$ cat config.mk
export PLATFORM = sky130hd
export DESIGN_NAME = jfif_thumbnail_extractor
export DESIGN_NICKNAME = d
export VERILOG_FILES = /design/src/sv/jte_pkg.sv /design/src/sv/jte_parser.sv /design/src/sv/jte_res_fifo.sv /design/src/sv/jfif_thumbnail_extractor.sv
export SDC_FILE = /design/constraint.sdc
export NUM_CORES = 1
export LEC_CHECK = 0
export BUFFER_PORTS_ARGS = -buffer_cell sky130_fd_sc_hd__buf_4
export CAP_MARGIN = 0
export CORE_MARGIN = 3
export CORE_UTILIZATION = 55
export CTS_CLUSTER_SIZE = 25
export DETAILED_ROUTE_END_ITERATION = 6
export PLACE_DENSITY = 0.72
export SETUP_SLACK_MARGIN = 0.02
export SLEW_MARGIN = 20
export SYNTH_ARGS = -nofsm -noshare
export SYNTH_HDL_FRONTEND = slang
export SYNTH_SLANG_ARGS = --single-unit
$ cat constraint.sdc
create_clock -name clk -period 4.9 [get_ports clk]
set_input_delay 0.49 -clock clk [delete_from_list [all_inputs] [get_ports clk]]
set_output_delay 0.49 -clock clk [all_outputs]
set_load 0.03 [all_outputs]
$ cat src/sv/jte_pkg.sv
`timescale 1ns / 1ps
// ----------------------------------------------------------------------------
// jte_pkg
// Shared types, codes and header tables for the JFIF thumbnail extractor.
// ----------------------------------------------------------------------------
`default_nettype none

package jte_pkg;

	typedef enum logic [1:0] {
		PH_HEADER = 2'd0,
		PH_PIXELS = 2'd1,
		PH_ENDED  = 2'd2
	} phase_t;

	localparam logic [1:0] KIND_HEADER = 2'd0;
	localparam logic [1:0] KIND_PIXEL  = 2'd1;
	localparam logic [1:0] KIND_ERROR  = 2'd2;

	localparam logic [2:0] ERR_MARKER  = 3'd0;
	localparam logic [2:0] ERR_IDENT   = 3'd1;
	localparam logic [2:0] ERR_VERSION = 3'd2;
	localparam logic [2:0] ERR_UNITS   = 3'd3;
	localparam logic [2:0] ERR_DENSITY = 3'd4;
	localparam logic [2:0] ERR_EMPTY   = 3'd5;
	localparam logic [2:0] ERR_TRUNC   = 3'd6;

	// header byte positions
	localparam logic [4:0] POS_LEN_HI   = 5'd4;
	localparam logic [4:0] POS_LEN_LO   = 5'd5;
	localparam logic [4:0] POS_FIXED    = 5'd13;
	localparam logic [4:0] POS_UNITS    = 5'd13;
	localparam logic [4:0] POS_XDEN_HI  = 5'd14;
	localparam logic [4:0] POS_XDEN_LO  = 5'd15;
	localparam logic [4:0] POS_YDEN_HI  = 5'd16;
	localparam logic [4:0] POS_YDEN_LO  = 5'd17;
	localparam logic [4:0] POS_WIDTH    = 5'd18;

	localparam logic [7:0] MAX_UNITS    = 8'd2;
	localparam logic [7:0] ALPHA_BYTE   = 8'hFF;

	// result queue
	localparam int FIFO_DEPTH = 4;
	localparam int FIFO_AW    = $clog2(FIFO_DEPTH);
	localparam int FIFO_CW    = $clog2(FIFO_DEPTH + 1);

	typedef struct packed {
		logic [1:0] kind;
		logic [7:0] pixel_byte;
		logic [7:0] thumb_width;
		logic [7:0] thumb_height;
		logic [2:0] error_code;
		logic       last_of_image;
	} jte_res_t;

	typedef struct packed {
		logic [1:0] count;
		jte_res_t   first;
		jte_res_t   second;
	} jte_push_t;

	// SOI, APP0, length (unchecked), "JFIF\0", version 1.02
	function automatic logic [7:0] want_byte(input logic [3:0] pos);
		logic [7:0] v;
		unique case (pos)
			4'd0:    v = 8'hFF;
			4'd1:    v = 8'hD8;
			4'd2:    v = 8'hFF;
			4'd3:    v = 8'hE0;
			4'd6:    v = 8'h4A;
			4'd7:    v = 8'h46;
			4'd8:    v = 8'h49;
			4'd9:    v = 8'h46;
			4'd10:   v = 8'h00;
			4'd11:   v = 8'h01;
			4'd12:   v = 8'h02;
			default: v = 8'h00;
		endcase
		return v;
	endfunction

	function automatic logic [2:0] want_err(input logic [3:0] pos);
		logic [2:0] e;
		unique case (pos)
			4'd0, 4'd1, 4'd2, 4'd3:         e = ERR_MARKER;
			4'd6, 4'd7, 4'd8, 4'd9, 4'd10:  e = ERR_IDENT;
			4'd11, 4'd12:                   e = ERR_VERSION;
			default:                        e = ERR_MARKER;
		endcase
		return e;
	endfunction

endpackage

`default_nettype wire

$ cat src/sv/jte_parser.sv
`timescale 1ns / 1ps
// ----------------------------------------------------------------------------
// jte_parser
// Header parser and pixel pass-through state; one byte per step, up to two
// results per step.
// ----------------------------------------------------------------------------
`default_nettype none

module jte_parser (
	input  wire logic               clk,
	input  wire logic               arst_n,
	input  wire logic               step_en,
	input  wire logic               op,
	input  wire logic [7:0]         data_byte,
	output jte_pkg::jte_push_t      push
);
	import jte_pkg::*;

	phase_t      phase_q, phase_nxt;
	logic [4:0]  hdr_pos_q, hdr_pos_nxt;
	logic        hi_nz_q, hi_nz_nxt;
	logic [7:0]  width_q, width_nxt;
	logic [15:0] pix_left_q, pix_left_nxt;
	logic [1:0]  comp_q, comp_nxt;
	jte_push_t   res;

	always_comb begin
		phase_nxt    = phase_q;
		hdr_pos_nxt  = hdr_pos_q;
		hi_nz_nxt    = hi_nz_q;
		width_nxt    = width_q;
		pix_left_nxt = pix_left_q;
		comp_nxt     = comp_q;
		res          = '0;
		if (op) begin
			if (phase_q != PH_ENDED) begin
				res.count            = 2'd1;
				res.first.kind       = KIND_ERROR;
				res.first.error_code = ERR_TRUNC;
			end
			phase_nxt    = PH_HEADER;
			hdr_pos_nxt  = '0;
			hi_nz_nxt    = 1'b0;
			width_nxt    = '0;
			pix_left_nxt = '0;
			comp_nxt     = '0;
		end else begin
			unique case (phase_q)
				PH_PIXELS: begin
					res.count            = 2'd1;
					res.first.kind       = KIND_PIXEL;
					res.first.pixel_byte = data_byte;
					if (comp_q >= 2'd2) begin
						// blue byte: append alpha
						comp_nxt                 = '0;
						pix_left_nxt             = 16'(pix_left_q - 16'd1);
						res.count                = 2'd2;
						res.second.kind          = KIND_PIXEL;
						res.second.pixel_byte    = ALPHA_BYTE;
						res.second.last_of_image = (pix_left_q == 16'd1);
						if (pix_left_q == 16'd1)
							phase_nxt = PH_ENDED;
					end else begin
						comp_nxt = 2'(comp_q + 2'd1);
					end
				end
				PH_HEADER: begin
					hdr_pos_nxt = 5'(hdr_pos_q + 5'd1);
					if (hdr_pos_q < POS_FIXED) begin
						if (hdr_pos_q != POS_LEN_HI && hdr_pos_q != POS_LEN_LO &&
								data_byte != want_byte(hdr_pos_q[3:0])) begin
							res.count            = 2'd1;
							res.first.kind       = KIND_ERROR;
							res.first.error_code = want_err(hdr_pos_q[3:0]);
							phase_nxt            = PH_ENDED;
							hdr_pos_nxt          = hdr_pos_q;
						end
					end else if (hdr_pos_q == POS_UNITS) begin
						if (data_byte > MAX_UNITS) begin
							res.count            = 2'd1;
							res.first.kind       = KIND_ERROR;
							res.first.error_code = ERR_UNITS;
							phase_nxt            = PH_ENDED;
							hdr_pos_nxt          = hdr_pos_q;
						end
					end else if (hdr_pos_q == POS_XDEN_HI || hdr_pos_q == POS_YDEN_HI) begin
						hi_nz_nxt = (data_byte != 8'd0);
					end else if (hdr_pos_q == POS_XDEN_LO || hdr_pos_q == POS_YDEN_LO) begin
						if (!hi_nz_q && data_byte == 8'd0) begin
							res.count            = 2'd1;
							res.first.kind       = KIND_ERROR;
							res.first.error_code = ERR_DENSITY;
							phase_nxt            = PH_ENDED;
							hdr_pos_nxt          = hdr_pos_q;
						end
					end else if (hdr_pos_q == POS_WIDTH) begin
						width_nxt = data_byte;
					end else begin
						if (width_q == 8'd0 || data_byte == 8'd0) begin
							res.count            = 2'd1;
							res.first.kind       = KIND_ERROR;
							res.first.error_code = ERR_EMPTY;
							phase_nxt            = PH_ENDED;
							hdr_pos_nxt          = hdr_pos_q;
						end else begin
							// count pixels rather than bytes: one decrement per blue byte
							pix_left_nxt           = {8'd0, width_q} * {8'd0, data_byte};
							comp_nxt               = '0;
							phase_nxt              = PH_PIXELS;
							hdr_pos_nxt            = '0;
							res.count              = 2'd1;
							res.first.kind         = KIND_HEADER;
							res.first.thumb_width  = width_q;
							res.first.thumb_height = data_byte;
						end
					end
				end
				default: begin
					// ended: data bytes are dropped until end of stream
				end
			endcase
		end
	end

	always_comb begin
		push       = res;
		push.count = step_en ? res.count : 2'd0;
	end

	always_ff @(posedge clk or negedge arst_n) begin
		if (!arst_n) begin
			phase_q    <= PH_HEADER;
			hdr_pos_q  <= '0;
			hi_nz_q    <= 1'b0;
			width_q    <= '0;
			pix_left_q <= '0;
			comp_q     <= '0;
		end else if (step_en) begin
			phase_q    <= phase_nxt;
			hdr_pos_q  <= hdr_pos_nxt;
			hi_nz_q    <= hi_nz_nxt;
			width_q    <= width_nxt;
			pix_left_q <= pix_left_nxt;
			comp_q     <= comp_nxt;
		end
	end

endmodule

`default_nettype wire

$ cat src/sv/jte_res_fifo.sv
`timescale 1ns / 1ps
// ----------------------------------------------------------------------------
// jte_res_fifo
// Small result queue: takes up to two results a cycle, hands out one.
// ----------------------------------------------------------------------------
`default_nettype none

module jte_res_fifo (
	input  wire logic               clk,
	input  wire logic               arst_n,
	input  wire jte_pkg::jte_push_t push,
	output logic                    room,
	output logic                    out_valid,
	input  wire logic               out_ready,
	output jte_pkg::jte_res_t       head
);
	import jte_pkg::*;

	jte_res_t             mem [FIFO_DEPTH];
	logic [FIFO_AW-1:0]   wr_ptr_q;
	logic [FIFO_AW-1:0]   rd_ptr_q;
	logic [FIFO_CW-1:0]   count_q;
	logic                 pop;

	assign out_valid = (count_q != '0);
	assign pop       = out_valid && out_ready;
	assign head      = mem[rd_ptr_q];
	assign room      = (count_q <= FIFO_CW'(FIFO_DEPTH - 2));

	always_ff @(posedge clk) begin
		if (push.count != 2'd0)
			mem[wr_ptr_q] <= push.first;
		if (push.count == 2'd2)
			mem[FIFO_AW'(wr_ptr_q + FIFO_AW'(1))] <= push.second;
	end

	always_ff @(posedge clk or negedge arst_n) begin
		if (!arst_n) begin
			wr_ptr_q <= '0;
			rd_ptr_q <= '0;
			count_q  <= '0;
		end else begin
			wr_ptr_q <= FIFO_AW'(wr_ptr_q + FIFO_AW'(push.count));
			rd_ptr_q <= FIFO_AW'(rd_ptr_q + FIFO_AW'(pop));
			count_q  <= FIFO_CW'(count_q + FIFO_CW'(push.count) - FIFO_CW'(pop));
		end
	end

endmodule

`default_nettype wire

$ cat src/sv/jfif_thumbnail_extractor.sv
`timescale 1ns / 1ps
// ----------------------------------------------------------------------------
// jfif_thumbnail_extractor
// Parses a JFIF APP0 header from a byte stream and emits the embedded RGB
// thumbnail as RGBA bytes.
// ----------------------------------------------------------------------------
// Input request: op (0 data byte, 1 end of stream) and data_byte, on
// in_valid/in_ready. Output request: kind, pixel_byte, thumb_width,
// thumb_height, error_code, last_of_image, on out_valid/out_ready.
// A blue byte gives two requests (blue and alpha), so pixel data drains at
// four output requests per three input bytes, set by the output port, which
// hands out one request per cycle while out_ready is high.
// Path: a request is held in the input register, then the parser steps on it
// and writes its results into a four-entry result queue, whose head drives
// the output ports.
// The parser steps only while the queue has room for two results; a stalled
// receiver fills the queue and then holds in_ready low. The input register
// keeps accepting while a result waits at the output and the queue has room.
// Reset clears the parser to the start of the header and empties the queue;
// no result is pending after reset.
// ----------------------------------------------------------------------------
`default_nettype none

module jfif_thumbnail_extractor (
	input  wire logic       clk,
	input  wire logic       arst_n,
	input  wire logic       in_valid,
	output logic            in_ready,
	input  wire logic       op,
	input  wire logic [7:0] data_byte,
	output logic            out_valid,
	input  wire logic       out_ready,
	output logic [1:0]      kind,
	output logic [7:0]      pixel_byte,
	output logic [7:0]      thumb_width,
	output logic [7:0]      thumb_height,
	output logic [2:0]      error_code,
	output logic            last_of_image
);
	import jte_pkg::*;

	logic       valid_s1;
	logic       op_s1;
	logic [7:0] data_s1;
	logic       room;
	logic       step;
	jte_push_t  push;
	jte_res_t   head;

	assign step     = valid_s1 && room;
	assign in_ready = !valid_s1 || step;

	always_ff @(posedge clk or negedge arst_n) begin
		if (!arst_n) begin
			valid_s1 <= 1'b0;
		end else if (in_valid && in_ready) begin
			valid_s1 <= 1'b1;
		end else if (step) begin
			valid_s1 <= 1'b0;
		end
	end

	always_ff @(posedge clk) begin
		if (in_valid && in_ready) begin
			op_s1   <= op;
			data_s1 <= data_byte;
		end
	end

	jte_parser u_parser (
		.clk       (clk),
		.arst_n    (arst_n),
		.step_en   (step),
		.op        (op_s1),
		.data_byte (data_s1),
		.push      (push)
	);

	jte_res_fifo u_fifo (
		.clk       (clk),
		.arst_n    (arst_n),
		.push      (push),
		.room      (room),
		.out_valid (out_valid),
		.out_ready (out_ready),
		.head      (head)
	);

	assign kind          = head.kind;
	assign pixel_byte    = head.pixel_byte;
	assign thumb_width   = head.thumb_width;
	assign thumb_height  = head.thumb_height;
	assign error_code    = head.error_code;
	assign last_of_image = head.last_of_image;

endmodule

`default_nettype wire

# After elaboration in Yosys (flattened, before gate mapping)
# Memories as Yosys holds them, arrays and structs flattened.
# Cells that the tools add are included.
# op_classes
addsub	8
mul	1
order_cmp	4
eq_ne	34
mux	101
n_reduce_logical	29
# ops
op	n
16-bit two-way mux	12
8-bit two-way mux	11
19-bit two-way mux	3
5-bit two-way mux	11
2-bit two-way mux	24
3-bit two-way mux	13
16-bit one-hot mux with 2 select lines	1
24-bit two-way mux	1
3-bit != test, second input constant	7
10-bit two-way mux	2
4-bit two-way mux	5
9-bit AND reduction	2
16-bit by 1-bit equality test with 1-bit output, second input constant	1
8-bit zero test	2
8-bit by 8-bit multiplier with 16-bit output	1
16-bit by 1-bit subtractor with 16-bit output, second input constant	1
5-bit by 4-bit equality test with 1-bit output, second input constant	3
5-bit equality test, second input constant	3
5-bit by 3-bit != test with 1-bit output, second input constant	3
1-bit two-way mux	14
6-bit by 3-bit != test with 1-bit output, second input constant	2
2-bit != test, second input constant	5
2-bit nonzero test	5
9-bit two-way mux	1
other kinds (31)	44
# totals
regBits	51
mem_bits_rw	120
rom_bits	160
in_bits	13
output_inout_bits	32
elab_cells	192
mem_count	3
# memory_table
memory	words	width	read_ports	rd_ports_with_merged_regs	wr	line	text
(no name shown)	16	8	1	0	0	jte_pkg.sv:65	unique case (pos)
u_fifo.mem	4	30	1	0	2	jte_res_fifo.sv:19	jte_res_t mem [FIFO_DEPTH];
(no name shown)	16	2	1	0	0	jte_pkg.sv:84	unique case (pos)

# Depth between registers and ports, before layout
# logic_depth
word_depth	14
depth_mapped	18
mapped_depth_nobuf	17

# Cells and area by module
# Synthesis repeated with hierarchy kept, for this count alone.
# hier_totals
cells_unflattened	990
area_unflattened_um2	11741.3
# modules_own_cells
module	instances	cells_each	area_each_um2	seq_area_each_um2
jte_res_fifo	1	334	6282.3	3778.6
jte_parser	1	642	5128.7	850.8
jfif_thumbnail_extractor	1	14	330.3	295.3

# Least setup slack after synthesis
# OpenSTA, ideal clock, no wires.
# synth_path
path_type	reg2reg
startpoint	register data_s1[7]
endpoint	register u_parser.pix_left_q[15]
setup_time_ps	123
arrival_time_ps	4331
required_ps	4777
path_slack_ps	447
path_stages_with_launch	18
n_path_buf	1
synth_period_minus_slack_ps	4453
cell_sequence	edfxtp_1 > clkbuf_1 > nand2_1 > fa_1 > fa_1 > inv_1 > fa_1 > inv_1 > fa_1 > inv_1 > ha_1 > o21ai_0 > o21ai_0 > nand3_1 > a31oi_1 > xnor2_1 > or3_1 > o221a_2
# synth_between
elab_chain_len	9
word_cells_on_any_way	13
cone_classes	1 x mul; 1 x eq/ne; 8 x mux; 3 x reduce/logical
# synth_lines
item	line	text
from (decl)	jfif_thumbnail_extractor.sv:44	logic [7:0] data_s1;
from (signal assigned)	jfif_thumbnail_extractor.sv:66	data_s1 <= data_byte;
8-bit by 8-bit multiplier with 16-bit output	jte_parser.sv:107	pix_left_nxt = {8'd0, width_q} * {8'd0, data_byte};
16-bit two-way mux	jte_parser.sv:99	if (width_q == 8'd0 || data_byte == 8'd0) begin
16-bit two-way mux	jte_parser.sv:96	end else if (hdr_pos_q == POS_WIDTH) begin
16-bit two-way mux	jte_parser.sv:88	end else if (hdr_pos_q == POS_XDEN_LO || hdr_pos_q == POS_YDEN_LO) begin
16-bit two-way mux	jte_parser.sv:86	end else if (hdr_pos_q == POS_XDEN_HI || hdr_pos_q == POS_YDEN_HI) begin
16-bit two-way mux	jte_parser.sv:78	end else if (hdr_pos_q == POS_UNITS) begin
16-bit two-way mux	jte_parser.sv:69	if (hdr_pos_q < POS_FIXED) begin
16-bit one-hot mux with 2 select lines	jte_parser.sv:48	unique case (phase_q)
16-bit two-way mux	jte_parser.sv:35	if (op) begin
to (signal assigned)	jte_parser.sv:143	pix_left_q <= pix_left_nxt;
to (decl)	jte_parser.sv:23	logic [15:0] pix_left_q, pix_left_nxt;
# Parallel ways exist; a longest one is shown, timed or not. The select of a mux whose other input is x is not followed.
# A chain may end at the register's enable or synchronous reset.

# Final worst setup path
# layout_path
startpoint	register data_s1[2]
endpoint	register u_parser.pix_left_q[15]
# Same word-level chain as after synthesis.

==> results.sh <==
export IMPL_clk_pin_slew_ns=0.08
export IMPL_synth_area_top_cells="dfxtp_1, edfxtp_1, dfrtp_1, mux2i_1, fa_1"
export IMPL_fillers=1579
export IMPL_m1WireLength_um=10800
export IMPL_endpoint="u_parser.pix_left_q[15]"
export IMPL_dpl_cell_area_um2=11200
export IMPL_reg2reg_to="u_parser.pix_left_q[15]"
export IMPL_grt_ovfl_total=0
export IMPL_drv_slew=0
export IMPL_core_um2=18800
export IMPL_setup_worst_path_start="data_s1[2]"
export IMPL_yosysTopAreaCell="dfxtp_1"
export IMPL_cts_root_buf="clkbuf_16"
export IMPL_post_cts_resized=0
export IMPL_crit_required_ns=5.24
export IMPL_dp_hpwl_um=17400
export IMPL_drt_iter0_markers=863
export IMPL_whs_ns=0.0562
export IMPL_antenna_found_initial=0
export IMPL_layout_setup_ws_ns=0.264
export IMPL_layout_drive_gt1_share_pct=13.9
export IMPL_synthesis_nets=1172
export IMPL_cts_setup_buffers=0
export IMPL_status="completed"
export IMPL_finalSetupViolations=0
export IMPL_power_density_nw_per_um2=624
export IMPL_r2r_start="data_s1[2]"
export IMPL_synth_commonest_cells="nand2_1, mux2i_1, dfxtp_1"
export IMPL_cts_buffers_inserted=17
export IMPL_cp_cell_sequence="nand2_1, fa_1, fa_1, inv_1, fa_1, inv_1, fa_1, inv_1, ha_1, o21ai_0, o21ai_0, nand3_1, a31oi_1, xnor2_1, or3_1, o221a_2"
export IMPL_firstDrtPassIters=6
export IMPL_cellLeakagePower_nw=5.30
export IMPL_wl_met2_um=12300
export IMPL_initial_core_util_pct=56.4
export IMPL_worstMarginPinSlew_ns=0.930
export IMPL_cts_max_level=4
export IMPL_cpMaxStageDelayCell="edfxtp_1"
export IMPL_wl_per_cell_um=18.8
export IMPL_rrSetupSlack_ns=0.26
export IMPL_syn_avg_cell_area_um2=9.89
export IMPL_cp_max_fo=13
export IMPL_cts_tree="done"
export IMPL_ir_drop_uv=474
export IMPL_rsz0062_at_grt="no"
export IMPL_clock_sinks=171
export IMPL_syn_to_final_growth_pct=11.6
export IMPL_crit_top_cell="fa_1"
export IMPL_cts_max_path_buffers=2
export IMPL_rows=50
export IMPL_slew_headroom_pct=37.5
export IMPL_grt_usage_pct=24.6
export IMPL_min_period_over_period_pct=94.6
export IMPL_worstSetupPathType="flop to flop"
export IMPL_first_global_vias=8119
export IMPL_syn_area_um2=10600
export IMPL_met3_wirelength_um=1880
export IMPL_num_antenna_cells=0
export IMPL_grt_pass1_wl_um=42000
export IMPL_crit_arrival_ns=4.97
export IMPL_clock_skew_ns=0.0157
export IMPL_final_min_clock_period_ns=4.64
export IMPL_yosysWarnings=0
export IMPL_die_width_um=145
export IMPL_fp_dieH_um=145
export IMPL_via_count=8231
export IMPL_grt_max_degree=43
export IMPL_synth_edf_count=49
export IMPL_yosysUniqueCellTypes=67
export IMPL_start_kind="flop"
export IMPL_gp_congestion=0.886
export IMPL_ant_nets=0
export IMPL_setup_tns_ns=0
export IMPL_worstSkewPairLatency_ns=0.44
export IMPL_rr_worst_depth=16
export IMPL_hold_viol=0
export IMPL_drc=0
export IMPL_layout_cells_non_filler=1368
export IMPL_power_mw=7.38
export IMPL_ios=45
export IMPL_yosysMostFrequentCell="nand2_1"
export IMPL_ys_seq_elements=171
export IMPL_utilization_pct=62.9
export IMPL_ys_flop_type="dfxtp_1"
export IMPL_dp_cells=1334
export IMPL_synth_async_reset_ratio_pct=24.6
export IMPL_num_nets_final=1194
export IMPL_max_freq_mhz=216
export IMPL_highest_layer="met4"
export IMPL_pre_cts_ws_ns=0.318
export IMPL_hold_buffers=0
export IMPL_vias_per_cell=6.02
export IMPL_hold_path_class="input port to async pin"
export IMPL_dieArea_um2=21000
export IMPL_yosysSeqAreaShare_pct=38.9
export IMPL_end_kind="flop"
export IMPL_cap_violations=0
export IMPL_synth_top_area_share_pct=15.1
export IMPL_slowest_delay_ns=0.63
export IMPL_syn_inst=1073
export IMPL_fin_area_um2=11800
export IMPL_port_buffers=44
export IMPL_routed_wl_um=25700
-- layout by cell type (no fill, tap or decap), types with 5 or more instances in the layout --
cell type	synthesis	layout
nor2_1	50	50
nand3_1	14	14
dfrtp_1	42	41
o21ai_0	78	78
or3_1	5	5
nand2b_1	5	5
edfxtp_1	49	49
inv_1	76	76
mux2i_1	82	82
nand4_1	6	6
fa_1	37	37
mux4_2	31	31
xor2_1	8	8
a21oi_1	41	41
nor3_1	25	25
xnor2_1	10	10
and2_1	54	54
nor2b_1	6	6
o41ai_1	10	10
ha_1	49	49
dfxtp_1	80	80
clkbuf_16	0	17
a31oi_1	16	16
and3_1	6	6
nand2_1	149	149
buf_4	9	76
-- metal layers --
layer  up-vias  global-route usage [%]
li1       3815                       -
met1      4056                    33.6
met2       305                    39.7
met3        55                    4.90
met4         0                    7.84
met5         -                       0
-- power by group --
group / leakage, nW / total, mW / switching, mW / internal (mW)
clock: 0.295 / 1.40 / 0.694 / 0.703
combinational: 3.36 / 3.93 / 2.34 / 1.60
sequential: 1.64 / 2.05 / 0.332 / 1.72
-- registers in the layout (all words and copies together), names as in the netlist --
name and flops:
data_s1 8, op_s1 1, u_fifo.count_q 3, u_fifo.mem 120, u_fifo.rd_ptr_q 2, u_fifo.wr_ptr_q 2
u_parser.comp_q 2, u_parser.hdr_pos_q 5, u_parser.hi_nz_q 1, u_parser.phase_q 2, u_parser.pix_left_q 16, u_parser.width_q 8
valid_s1 1
-- area by class of cell --
type | count | area [um2] | area share, %
Clock inverter | 15 | 185 | 1.56
Multi-Input combinational cell | 753 | 5920 | 50.0
Tap cell | 260 | 325 | 2.75
Inverter | 76 | 285 | 2.41
Timing Repair Buffer | 76 | 571 | 4.82
Sequential cell | 171 | 4130 | 34.9
Clock buffer | 17 | 425 | 3.59
-- logic make-up (layout without fill, tap and decap cells) --
logic type      Yosys count  after routing  synth area share [%]
compound gates          195            195                  11.7
xor+xnor                 18             18                  1.49
fa+ha+maj                86             86                  12.8
buf+inv                 149            184                  5.69
flops                   171            171                  38.9
mux                     113            113                  14.3
simple gates            341            341                  15.2
-- worst max-delay path, delay by kind of cell, from the launching register on --
kind / cells / cell delay, ns
buffers and inverters: 3 / 0.16
XOR/XNOR: 1 / 0.09
adder cells (fa/ha/maj): 5 / 2.33
AND/OR/NAND/NOR: 3 / 0.57
flip-flops: 1 / 0.63
AO/OA/AOI/OAI: 4 / 0.74
-- worst min-delay path by stage --
stage / startpoint / to / slack (ns) / depth (start not counted)
2_1_floorplan: arst_n / u_fifo.count_q[0] / 0.19 / 0
3_3_place_gp: u_fifo.mem[2][3] / u_fifo.mem[2][3] / 0.44 / 2
3_5_place_dp: u_fifo.mem[3][15] / u_fifo.mem[3][15] / 0.45 / 2
4_1_cts: arst_n / u_parser.width_q[5] / 0.07 / 1
5_1_grt: arst_n / u_parser.hdr_pos_q[0] / 0.10 / 1
6_report: arst_n / u_parser.hdr_pos_q[2] / 0.06 / 1
Note: power is estimated with default switching activity, not from simulation.
